## src/rtl/mpq_pkg.sv

```systemverilog
package mpq_pkg;

	localparam int PIX_W    = 8;
	localparam int REGION_W = 4;
	localparam int GRAY_W   = 8;
	localparam int CFG_W    = 32;
	localparam int IDX_W    = 8;

	localparam int PROD_X_W    = 12;
	localparam int RECIP_SHIFT = 16;
	localparam int RECIP_W     = 17;
	localparam int PROD_W      = PROD_X_W + RECIP_W;

	localparam logic [PIX_W-1:0]  PIX_MAX  = 8'hFF;
	localparam logic [GRAY_W-1:0] GRAY_MAX = 8'hFF;

	localparam logic [IDX_W-1:0] REG_THRESHOLD_COUNT = 8'd0;
	localparam logic [IDX_W-1:0] REG_THRESHOLDS_LOW  = 8'd1;
	localparam logic [IDX_W-1:0] REG_THRESHOLDS_HIGH = 8'd2;
	localparam logic [IDX_W-1:0] REG_INVERT_GRAY     = 8'd3;

	typedef struct packed {
		logic [REGION_W-1:0] count;
		logic [CFG_W-1:0]    thr_low;
		logic [CFG_W-1:0]    thr_high;
		logic                invert;
	} cfg_t;

	function automatic logic [REGION_W-1:0] clamp_count(input logic [REGION_W-1:0] count,
		input logic [REGION_W-1:0] max_n);
		return (count > max_n) ? max_n : count;
	endfunction

	// ceil(2^16 / (n + 1)); exact floor division for numerators up to 2048
	function automatic logic [RECIP_W-1:0] recip(input logic [REGION_W-1:0] n);
		logic [RECIP_W-1:0] r;
		case (n)
			4'd0: r = 17'd65536;
			4'd1: r = 17'd32768;
			4'd2: r = 17'd21846;
			4'd3: r = 17'd16384;
			4'd4: r = 17'd13108;
			4'd5: r = 17'd10923;
			4'd6: r = 17'd9363;
			4'd7: r = 17'd8192;
			4'd8: r = 17'd7282;
			default: r = 17'd7282;
		endcase
		return r;
	endfunction

endpackage

```

## src/rtl/mpq_classify.sv

```systemverilog
module mpq_classify import mpq_pkg::*; #(
	parameter int MAX_THRESHOLDS = 8
) (
	input  logic                clk,
	input  logic                arst_n,
	input  logic                in_valid,
	output logic                in_ready,
	input  logic [PIX_W-1:0]    pixel,
	input  cfg_t                cfg,
	output logic                out_valid,
	input  logic                out_ready,
	output logic [REGION_W-1:0] region
);

	localparam int NREG = MAX_THRESHOLDS + 1;
	localparam logic [REGION_W-1:0] MAX_N = REGION_W'(MAX_THRESHOLDS);

	logic [REGION_W-1:0] n;
	logic [2*CFG_W-1:0]  thr_all;
	logic [NREG-1:0]     hit;
	logic [REGION_W-1:0] region_c;

	logic                v_s1, v_s2;
	logic [NREG-1:0]     hit_s1;
	logic [REGION_W-1:0] region_s2;
	logic                rdy1, rdy2;

	assign n       = clamp_count(cfg.count, MAX_N);
	assign thr_all = {cfg.thr_high, cfg.thr_low};

	// interval i is [b(i), b(i+1)], b(0) = 0, b(n+1) = 255
	for (genvar i = 0; i < NREG; i++) begin : g_cmp
		logic [PIX_W-1:0] lo, hi;
		if (i == 0) begin : g_lo0
			assign lo = '0;
		end else begin : g_lo
			assign lo = thr_all[(i-1)*PIX_W +: PIX_W];
		end
		if (i < MAX_THRESHOLDS) begin : g_hi
			assign hi = (REGION_W'(i) < n) ? thr_all[i*PIX_W +: PIX_W] : PIX_MAX;
		end else begin : g_hi_top
			assign hi = PIX_MAX;
		end
		assign hit[i] = (REGION_W'(i) <= n) && (pixel >= lo) && (pixel <= hi);
	end

	assign rdy2     = !v_s2 || out_ready;
	assign rdy1     = !v_s1 || rdy2;
	assign in_ready = rdy1;

	always_comb begin
		region_c = n;
		for (int i = NREG - 1; i >= 0; i--) begin
			if (hit_s1[i]) region_c = REGION_W'(i);
		end
	end

	always_ff @(posedge clk or negedge arst_n) begin
		if (!arst_n) begin
			v_s1 <= 1'b0;
			v_s2 <= 1'b0;
		end else begin
			if (rdy1) v_s1 <= in_valid;
			if (rdy2) v_s2 <= v_s1;
		end
	end

	always_ff @(posedge clk) begin
		if (rdy1 && in_valid) hit_s1 <= hit;
		if (rdy2 && v_s1) region_s2 <= region_c;
	end

	assign out_valid = v_s2;
	assign region    = region_s2;

endmodule

```

## config.mk

```make
export PLATFORM = sky130hd
export DESIGN_NAME = mpq_classify
export DESIGN_NICKNAME = d
export VERILOG_FILES = /design/src/rtl/mpq_pkg.sv /design/src/rtl/mpq_classify.sv
export SDC_FILE = /design/constraint.sdc
export NUM_CORES = 1
export LEC_CHECK = 0
export ABC_AREA = 1
export BUFFER_PORTS_ARGS = -buffer_cell sky130_fd_sc_hd__buf_2
export CAP_MARGIN = 20
export CORE_ASPECT_RATIO = 0.7
export CORE_MARGIN = 5
export CORE_UTILIZATION = 51
export CTS_BUF_LIST = sky130_fd_sc_hd__clkbuf_16
export DETAILED_ROUTE_END_ITERATION = 7
export PLACE_DENSITY = 0.8
export SETUP_SLACK_MARGIN = 0.3
export SYNTH_ARGS = -nofsm -noshare
export SYNTH_HDL_FRONTEND = slang
export SYNTH_SLANG_ARGS = --single-unit
```

## constraint.sdc

```tcl
create_clock -name clk -period 2.52 [get_ports clk]
set_input_delay 0.756 -clock clk [delete_from_list [all_inputs] [get_ports clk]]
set_output_delay 0.756 -clock clk [all_outputs]
set_load 0.05 [all_outputs]
```

==> results of run 1 <==
[synth_stat cells, drive strengths merged]
cell type	n	share of area
or2	8	0.012
a21oi	72	0.092
dfrtp	2	0.012
edfxtp	13	0.097
clkinv	1	0.00093
ha	128	0.40
o211ai	1	0.0019
a31oi	1	0.0016
nor2	75	0.076
o21ai	17	0.021
nor3b	1	0.0019
nand2	103	0.097
nand3	15	0.019
buf	1	0.0028
nand4	13	0.020
o21a	11	0.021
nor4	2	0.0031
nor3	8	0.010
inv	118	0.11
[registers in the layout, indices dropped and copies added, names as in the netlist]
| name | cells |
|---|---|
| hit_s1 | 9 |
| out_valid | 1 |
| region | 4 |
| v_s1 | 1 |
[power breakdown]
part           total (W)  leakage [nW]  switching (W)  internal [W]
Combinational   0.000934          2.78       0.000534      0.000401
Sequential      0.000318         0.151      0.0000110      0.000307
Clock           0.000302        0.0423      0.0000921      0.000210
Total            0.00155          2.98       0.000637      0.000918
[worst paths after layout]
check                      startpoint   endpoint  slack, ns
hold reg to reg                  v_s1  out_valid       0.52
setup / recovery              cfg[67]  hit_s1[5]       0.18
min in group clk                 v_s1  out_valid       0.52
hold / removal                 arst_n       v_s1       0.29
max in group asynchronous      arst_n  out_valid       2.14
setup reg to reg            hit_s1[8]  region[0]       1.28
[layer usage]
metal | up-vias | part of all wire
li1 | 2193 | -
met1 | 1946 | 0.44
met2 | 109 | 0.48
met3 | 24 | 0.063
met4 | 2 | 0.016
met5 | - | 0.00061
[area by class of cell]
type / instances / area (um2) / area share
clock buffer: 3 / 75.1 / 0.0141
clock inverter: 1 / 3.75 / 0.000703
inverter: 119 / 450 / 0.0844
multi-input combinational: 455 / 3480 / 0.652
sequential: 15 / 440 / 0.0825
tap: 101 / 126 / 0.0237
timing repair buffer: 110 / 761 / 0.143
[per-stage QoR]
stage,util,hold slack (ns),total power [W]
floorplan,-,0.447,0.000818
global placement,0.605,0.456,0.00105
detailed placement,0.605,0.488,0.00110
CTS,0.646,0.287,0.00146
global route,0.687,0.290,0.00169
finish,0.687,0.289,0.00155
[timing repair]
| action | 4_1_cts | 5_1_grt |
|---|---|---|
| pin swaps | 26 | 35 |
| gates cloned | 1 | 0 |
| setup endpoints to repair | 4 | 7 |
| buffers inserted | 5 | 6 |
| resized for setup | 41 | 69 |
[cells by family after synthesis]
kind of cell,Yosys count
flip-flops,15
AO/OA/AOI/OAI,102
adder cells (fa/ha/maj),128
AND/OR/NAND/NOR,225
buffers and inverters,120
[worst register-to-register path, cell delays in order, from the launching register on]
cell	delay [ns]
edfxtp_1	0.35
nor2_1	0.24
nand2_1	0.08
nand2_1	0.06
nand2_1	0.04
nand2_1	0.05
nand2_1	0.04
nand2_1	0.05
nand2_1	0.05
a21oi_1	0.11
==> impl_metrics.py, run 1 <==
metrics = {
    "placed_design": {
        "port_buffers": 85,
        "place_area_mm2": 0.00470,
        "hpwl_um": 8640,
        "place_inst": 788,
        "gp_congestion": 0.835,
        "preCtsSetupSlack_ns": -0.205,
    },
    "floorplanning": {
        "io_pins": 87,
        "coreArea_mm2": 0.00777,
        "initial_core_util": 0.516,
        "die_area_mm2": 0.00977,
        "placementRows": 27,
        "die_h_um": 84.2,
        "die_w_um": 116,
    },
    "global_routing": {
        "antenna_found_initial": 1,
        "grt_use_met2": 0.401,
        "track_usage": 0.223,
        "grt_first_pass_wirelength_um": 18200,
        "first_global_vias": 4155,
        "gr-usage-met1": 0.292,
        "top_usage_layer": "met2",
        "grt_util_met3": 0.0238,
        "grt_start_max_net_pins": 17,
        "grt-ovfl-total": 0,
    },
    "finish": {
        "area_growth_pct": 33.0,
        "final_cells": 804,
        "drive_gt1_frac": 0.282,
        "fin_nets": 913,
        "final_common_cell": "ha_1",
        "antenna_cells": 0,
        "fillers": 660,
        "final_cell_mix": "ha_1 (114), inv_1 (107), nand2_1 (91)",
        "final_area_mm2": 0.00534,
    },
    "timing": {
        "fmax_mhz": 427,
        "skew_ns": 0.00187,
        "period_share": 0.929,
        "fin_crit_ns": 2.34,
        "hold_viol_final": 0,
        "setup_violations": 0,
        "worst_slew_pin_slew_ns": 0.520,
        "relSlewSlack": 0.653,
        "setup_tns_ns": 0,
        "setup_ws_ns": 0.179,
        "rsz0062_at_grt": "yes",
        "maxSlewViolCount": 0,
    },
    "routing": {
        "drtIter0Drc": 250,
        "viasPerCell": 5.32,
        "dr.pass1.iters": 5,
        "drc": 0,
        "wl_per_cell_um": 14.2,
        "vias": 4274,
        "drt-total-wl_um": 11500,
        "ant_nets": 0,
    },
    "critical_path": {
        "crit_path_start_kind": "input pin",
        "slowest_delay_ns": 0.22,
        "critical_path.top_delay_family": "buffers and inverters",
        "cp_max_fo": 8,
        "cp.required_ns": 2.51,
        "ff2ff_path_depth": 9,
        "cp_slowest_cell": "or2_4",
        "critical_path_depth": 14,
        "path_buf_inv": 6,
        "cp.arrival_ns": 2.33,
        "cp-end-kind": "flop",
        "critPathKind": "in -> reg",
        "cp_cell_sequence": "buf_8 -> a21oi_4 -> buf_4 -> buf_6 -> buf_4 -> buf_8 -> or2_4 -> ha_2 -> inv_2 -> a21oi_2 -> o21ai_2 -> nand2_1 -> a21oi_2 -> nor2_1",
    },
    "clock_network": {
        "cts_buffer_depth": 2,
        "cts_made_buffers": 3,
        "h-tree-depth": 1,
        "cts_tree": "built",
        "hold_buffers": 0,
        "clkSinkCount": 15,
        "clock_latency_ns": 0.24,
        "clock-root-buffer": "clkbuf_16",
        "clk_pin_slew_worst_paths_ns": 0.05,
    },
    "power_and_ir_drop": {
        "powerDensity_mw_per_mm2": 291,
        "p_leak_nw": 2.98,
        "vdd_drop_max_v": 0.000230,
    },
    "synthesis": {
        "seq_area_frac_synth": 0.110,
        "synth_xor_area_frac": 0,
        "yosys.area_share.simple": 0.239,
        "ys.warnings.count": 0,
        "synth.distinct_cells": 26,
        "synthAdderAreaFrac": 0.399,
        "synthMuxAreaShare": 0,
        "synth_area_per_cell_um2": 6.80,
        "ys_ff_latch": 15,
        "syn_inst": 590,
        "syn_area_mm2": 0.00401,
        "synth_top_family_by_area": "adder cells",
        "synth_compound_area_frac": 0.137,
        "synth_nets": 799,
    },
    "hold_path": {
        "hold_class": "in -> async",
    },
    "run": {
        "drv_cap": 0,
    },
    "outcome": {
        "status": "finished clean",
    },
}
Power figures use the tool's default switching activity.
==> run 2: changes to the inputs <==
--- a/config.mk
+++ b/config.mk
@@ -5,7 +5,6 @@
 export SDC_FILE = /design/constraint.sdc
 export NUM_CORES = 1
 export LEC_CHECK = 0
-export ABC_AREA = 1
 export BUFFER_PORTS_ARGS = -buffer_cell sky130_fd_sc_hd__buf_2
 export CAP_MARGIN = 20
 export CORE_ASPECT_RATIO = 0.7
@@ -14,6 +13,7 @@
 export CTS_BUF_LIST = sky130_fd_sc_hd__clkbuf_16
 export DETAILED_ROUTE_END_ITERATION = 7
 export PLACE_DENSITY = 0.8
+export RECOVER_POWER = 25
 export SETUP_SLACK_MARGIN = 0.3
 export SYNTH_ARGS = -nofsm -noshare
 export SYNTH_HDL_FRONTEND = slang
==> run 2 against run 1 <==
Total power down 2.7%; clock power about the same; clock skew about the same; maximum frequency down 3.3%; first-iteration DRC count down 25%; utilization up 2.6 points; setup slack worse by 0.079 ns; hold slack better by 0.012 ns; register-to-register slack worse by 0.13 ns; global-route usage up 0.25 points; area after synthesis down 2.6%.
==> impl_metrics.py, run 2 <==
metrics = {
    "outcome": {
        "status": "finished clean",
    },
    "power_and_ir_drop": {
        "seq_power_share": 0.209,
        "vdd_drop_max_v": 0.000372,
        "p_int_w": 0.000934,
        "p_leak_nw": 2.75,
        "clkPwrFrac": 0.202,
        "power_switching_w": 0.000578,
        "combPwrFrac": 0.590,
        "finalPower_w": 0.00151,
        "powerDensity_mw_per_mm2": 287,
        "sw_frac_of_total": 0.382,
    },
    "routing": {
        "drt-total-wl_um": 11700,
        "dr.pass1.iters": 4,
        "drtIter0Drc": 187,
        "ant_nets": 0,
        "wl_per_cell_um": 16.1,
        "viasPerCell": 5.67,
        "vias": 4097,
        "drc": 0,
    },
    "critical_path": {
        "slowest_delay_ns": 0.31,
        "cp-end-kind": "flop",
        "cp_slowest_cell": "ha_1",
        "cp.required_ns": 2.52,
        "path_buf_inv": 2,
        "cp_cell_sequence": "buf_12 -> nor3_4 -> nor2_1 -> ha_1 -> nor2b_4 -> o211ai_1 -> a21oi_1 -> o22ai_1 -> buf_4 -> and3_4",
        "crit_path_start_kind": "input pin",
        "critical_path.top_delay_family": "simple AND/OR/NAND/NOR gates",
        "cp.arrival_ns": 2.42,
        "cp_max_fo": 6,
        "critPathKind": "in -> reg",
    },
    "clock_network": {
        "cts_tree": "built",
        "h-tree-depth": 1,
        "clock-root-buffer": "clkbuf_16",
        "clkSinkCount": 15,
        "cts_made_buffers": 3,
        "cts_buffer_depth": 2,
        "clock_latency_ns": 0.24,
        "clk_pin_slew_worst_paths_ns": 0.05,
    },
    "synthesis": {
        "synth-main-ff-cell": "edfxtp_1",
        "syn_inst": 480,
        "syn_area_mm2": 0.00391,
        "synth_nets": 689,
        "ys_ff_latch": 15,
        "synth_top_cells_by_count": "ha_1 (128), nor2_1 (64), inv_1 (63), a21oi_1 (39), o21ai_0 (24)",
        "synth.distinct_cells": 48,
        "synth_most_common_cell": "ha_1",
        "ys.warnings.count": 0,
        "seq_area_frac_synth": 0.113,
        "yosysTopAreaCell": "ha_1",
        "synth-edff-count": 13,
        "synth_area_per_cell_um2": 8.14,
        "yosysTopAreaCellShare": 0.410,
        "async_flop_share": 0.133,
        "synth.area.top_cells": "ha_1 (41%), edfxtp_1 (10%), nor2_1 (6.1%)",
    },
    "placed_design": {
        "port_buffers": 85,
        "hpwl_um": 9000,
        "preCtsSetupSlack_ns": -0.218,
        "gp_congestion": 0.918,
    },
    "finish": {
        "drive_gt1_frac": 0.314,
        "final_common_cell": "ha_1",
        "final_cell_mix": "ha_1 (125), buf_2 (80), inv_1 (63)",
        "antenna_cells": 0,
        "area_growth_pct": 34.6,
        "register_area_um2": 440,
        "largest_reg_flops": 9,
        "multi_input_area_mm2": 0.00336,
        "largest_register": "hit_s1",
        "fin_nets": 834,
        "fillers": 561,
    },
    "timing": {
        "fin_crit_ns": 2.42,
        "worst_slew_pin_slew_ns": 0.488,
        "setup_violations": 0,
        "hold_viol_final": 0,
        "rsz0062_at_grt": "yes",
        "fmax_mhz": 413,
        "relSlewSlack": 0.675,
        "maxSlewViolCount": 0,
        "skew_ns": 0.00166,
        "setup_ws_ns": 0.100,
        "period_share": 0.960,
    },
    "run": {
        "drv_cap": 0,
    },
    "global_routing": {
        "grt-ovfl-total": 0,
        "first_global_vias": 4017,
        "antenna_found_initial": 1,
        "track_usage": 0.225,
        "grt_first_pass_wirelength_um": 17800,
        "grt_start_max_net_pins": 17,
    },
    "hold_path": {
        "hold_class": "in -> async",
    },
    "floorplanning": {
        "coreArea_mm2": 0.00738,
        "die_w_um": 115,
        "die_h_um": 83.2,
        "placementRows": 26,
        "initial_core_util": 0.529,
        "die_area_mm2": 0.00954,
        "io_pins": 87,
    },
}
-- run 2: final timing paths --
path                            from         to  slack [ns]  depth (start not counted)
max in group asynchronous     arst_n  out_valid        2.08                          1
setup / recovery             cfg[66]  hit_s1[1]        0.10                         10
min in group clk                v_s1  out_valid        0.51                          1
hold / removal                arst_n       v_s1        0.30                          1
hold reg to reg                 v_s1  out_valid        0.51                          1
setup reg to reg           hit_s1[2]  region[3]        1.15                          2
-- run 2: power groups by stage --
stage               Combinational (W)  Clock [W]  Sequential (W)
global route                 0.000996   0.000321        0.000317
global placement             0.000723          0        0.000318
CTS                          0.000821   0.000304        0.000316
floorplan                    0.000464          0        0.000341
detailed placement           0.000772          0        0.000320
finish                       0.000892   0.000305        0.000316
-- run 2: layout make-up --
| class | count | share of cell area |
|---|---|---|
| timing repair buffer | 145 | 0.194 |
| clock buffer | 3 | 0.0143 |
| multi-input combinational | 397 | 0.638 |
| sequential | 15 | 0.0837 |
| inverter | 63 | 0.0457 |
| tap | 98 | 0.0233 |
| clock inverter | 1 | 0.000714 |
-- run 2: per-layer routing --
metal  GRT usage  vias up  wire (um)
li1            -     2039          -
met1       0.286     1893       4940
met2       0.398      143       5670
met3      0.0356       20        861
met4      0.0464        2        174
met5           0        -          7
-- run 2: worst register-to-register path: cells and delay by family (launching register included) --
kind / cells / cell delay (ns)
simple gates: 2 / 0.77
flops: 1 / 0.43
-- run 2: metrics by stage --
| step | hold WS [ns] | util | setup TNS, ns | instance area (um2) | cells |
|---|---|---|---|---|---|
| finish | 0.301 | 0.712 | 0 | 5260 | 722 |
| global route | 0.315 | 0.712 | 0 | 5260 | 722 |
| CTS | 0.295 | 0.681 | 0 | 5030 | 711 |
| detailed placement | 0.479 | 0.641 | -1.25 | 4730 | 692 |
| global placement | 0.462 | 0.641 | -0.925 | 4730 | 692 |
| floorplan | 0.449 | - | 0 | 3990 | 480 |
-- run 2: cells by family after synthesis --
family	synth area share
AOI/OAI and AO/OA	0.198
adders and majority gates	0.410
buffers and inverters	0.0720
DFF	0.113
muxes	0.00512
and+or+nand+nor	0.202
-- run 2: timing repair --
action                                  4_1_cts  5_1_grt
pin swaps                                    37       43
buffers inserted                             13       11
endpoints found under the setup margin        9        9
resized for setup                            31       39
cloned                                        2        0
hold buffers                                  0        0
==> run 3: changes to the inputs <==
==> constraint.sdc (replaced) <==
create_clock -name clk -period 2.52 [get_ports clk]
set_input_delay 0 -clock clk [delete_from_list [all_inputs] [get_ports clk]]
set_output_delay 0 -clock clk [all_outputs]
set_load 0.05 [all_outputs]
==> run 3 against run 2 <==
Register-to-register slack got worse by 0.10 ns; global-route usage fell by 0.70 points; largest cell class unchanged; flip-flop and latch count did not move; setup slack improved by 0.50 ns; sequential share of layout area rose by 1.4 points; maximum frequency rose by 26%; total power fell by 11%; die area did not move; first-iteration DRC count did not move; design area fell by 14%.
==> impl_metrics.py, run 3 (synthesized netlist as in run 2, its figures left out) <==
metrics = {
    "outcome": {
        "status": "finished clean",
    },
    "timing": {
        "relSlewSlack": 0.596,
        "maxSlewViolCount": 0,
        "period_share": 0.763,
        "hold_viol_final": 0,
        "setup_ws_ns": 0.598,
        "worst_slew_pin_slew_ns": 0.602,
        "setup_violations": 0,
        "fmax_mhz": 520,
        "fin_crit_ns": 1.92,
        "skew_ns": 0.00226,
        "setup_tns_ns": 0,
        "rsz0062_at_grt": "no",
    },
    "critical_path": {
        "crit_path_start_kind": "input pin",
        "cp.required_ns": 2.60,
        "critPathKind": "in -> reg",
        "cp_max_fo": 18,
        "cp.arrival_ns": 2.00,
        "cp-end-kind": "flop",
    },
    "hold_path": {
        "hold_class": "in -> reg",
    },
    "finish": {
        "register_area_um2": 440,
        "fin_nets": 778,
        "antenna_cells": 0,
        "final_cell_mix": "ha_1 (128), buf_2 (79), inv_1 (64), nor2_1 (64), a21oi_1 (39)",
        "fillers": 645,
        "largest_reg_flops": 9,
        "final_common_cell": "ha_1",
        "area_growth_pct": 15.6,
        "multi_input_area_mm2": 0.00319,
        "drive_gt1_frac": 0.185,
        "largest_register": "hit_s1",
    },
    "routing": {
        "dr.pass1.iters": 5,
        "drtIter0Drc": 187,
        "viasPerCell": 5.71,
        "drt-total-wl_um": 10500,
        "ant_nets": 0,
        "wl_per_cell_um": 15.7,
        "vias": 3800,
        "drc": 0,
    },
    "power_and_ir_drop": {
        "power_switching_w": 0.000531,
        "p_int_w": 0.000815,
        "seq_power_share": 0.236,
        "p_leak_nw": 2.39,
        "clkPwrFrac": 0.232,
        "combPwrFrac": 0.532,
        "powerDensity_mw_per_mm2": 298,
        "sw_frac_of_total": 0.394,
        "vdd_drop_max_v": 0.000316,
    },
    "clock_network": {
        "clkSinkCount": 15,
        "cts_buffer_depth": 2,
        "clk_pin_slew_worst_paths_ns": 0.05,
        "post_cts_resized": 0,
        "cts_tree": "built",
        "cts_made_buffers": 3,
        "clock_latency_ns": 0.25,
        "hold_buffers": 2,
        "clock-root-buffer": "clkbuf_16",
        "h-tree-depth": 1,
        "post_cts_buffers": 0,
    },
    "placed_design": {
        "hpwl_um": 8570,
        "preCtsSetupSlack_ns": 0.406,
        "gp_congestion": 0.861,
        "port_buffers": 85,
    },
    "floorplanning": {
        "die_w_um": 115,
        "placementRows": 26,
        "die_area_mm2": 0.00954,
        "initial_core_util": 0.529,
        "die_h_um": 83.2,
        "io_pins": 87,
        "coreArea_mm2": 0.00738,
    },
    "global_routing": {
        "grt_first_pass_wirelength_um": 17400,
        "first_global_vias": 3891,
        "grt_start_max_net_pins": 19,
        "antenna_found_initial": 0,
        "grt-ovfl-total": 0,
        "track_usage": 0.218,
    },
    "run": {
        "drv_cap": 0,
    },
}
-- run 3: cell type report --
class                           count  area share
Timing Repair Buffer               89       0.100
Inverter                           63      0.0523
Multi-Input combinational cell    397       0.705
Sequential cell                    15      0.0975
Tap cell                           98      0.0271
Clock inverter                      1    0.000831
Clock buffer                        3      0.0166
-- run 3: final timing paths --
path | startpoint | endpoint | slack [ns] | depth (start not counted)
worst max register to register | hit_s1[2] | region[3] | 1.05 | 2
worst max-delay path | cfg[68] | hit_s1[5] | 0.60 | 9
worst min-delay path | out_ready | out_valid | 0.04 | 3
min in group asynchronous | arst_n | out_valid | 0.08 | 2
worst min register to register | v_s1 | out_valid | 0.48 | 1
max in group asynchronous | arst_n | v_s1 | 2.31 | 2
-- run 3: power groups by stage --
stage | clock network (W) | registers (W) | logic [W]
after floorplan | 0 | 0.000341 | 0.000448
after global placement | 0 | 0.000319 | 0.000662
after detailed placement | 0 | 0.000321 | 0.000708
after CTS | 0.000310 | 0.000317 | 0.000718
after global routing | 0.000331 | 0.000319 | 0.000817
final | 0.000312 | 0.000318 | 0.000716
-- run 3: per-stage QoR --
step            util  std cells  total power [W]  hold WS (ns)  area, um2
3_3_place_gp   0.599        660         0.000982        -0.214       4430
3_5_place_dp   0.599        660          0.00103        -0.212       4430
4_1_cts        0.613        666          0.00134        0.0390       4530
6_report       0.612        666          0.00135        0.0424       4520
2_1_floorplan      -        480         0.000789        -0.296       3910
5_1_grt        0.612        666          0.00147        0.0507       4520
-- run 3: routing by layer --
metal / share of wire / vias to the layer above / track usage
met1: 0.47 / 1732 / 0.291
met3: 0.061 / 14 / 0.0334
met4: 0.012 / 0 / 0.0410
met5: 0 / - / 0
met2: 0.45 / 131 / 0.371
li1: - / 1923 / -
-- run 3: critical path, cell delays in order --
cell and delay, ns:
buf_2 0.24, a21oi_2 0.44, nor2_1 0.14, ha_1 0.33
nor2b_1 0.14, o211ai_1 0.17, a21oi_1 0.10, o22a_1 0.24
nor3_1 0.20
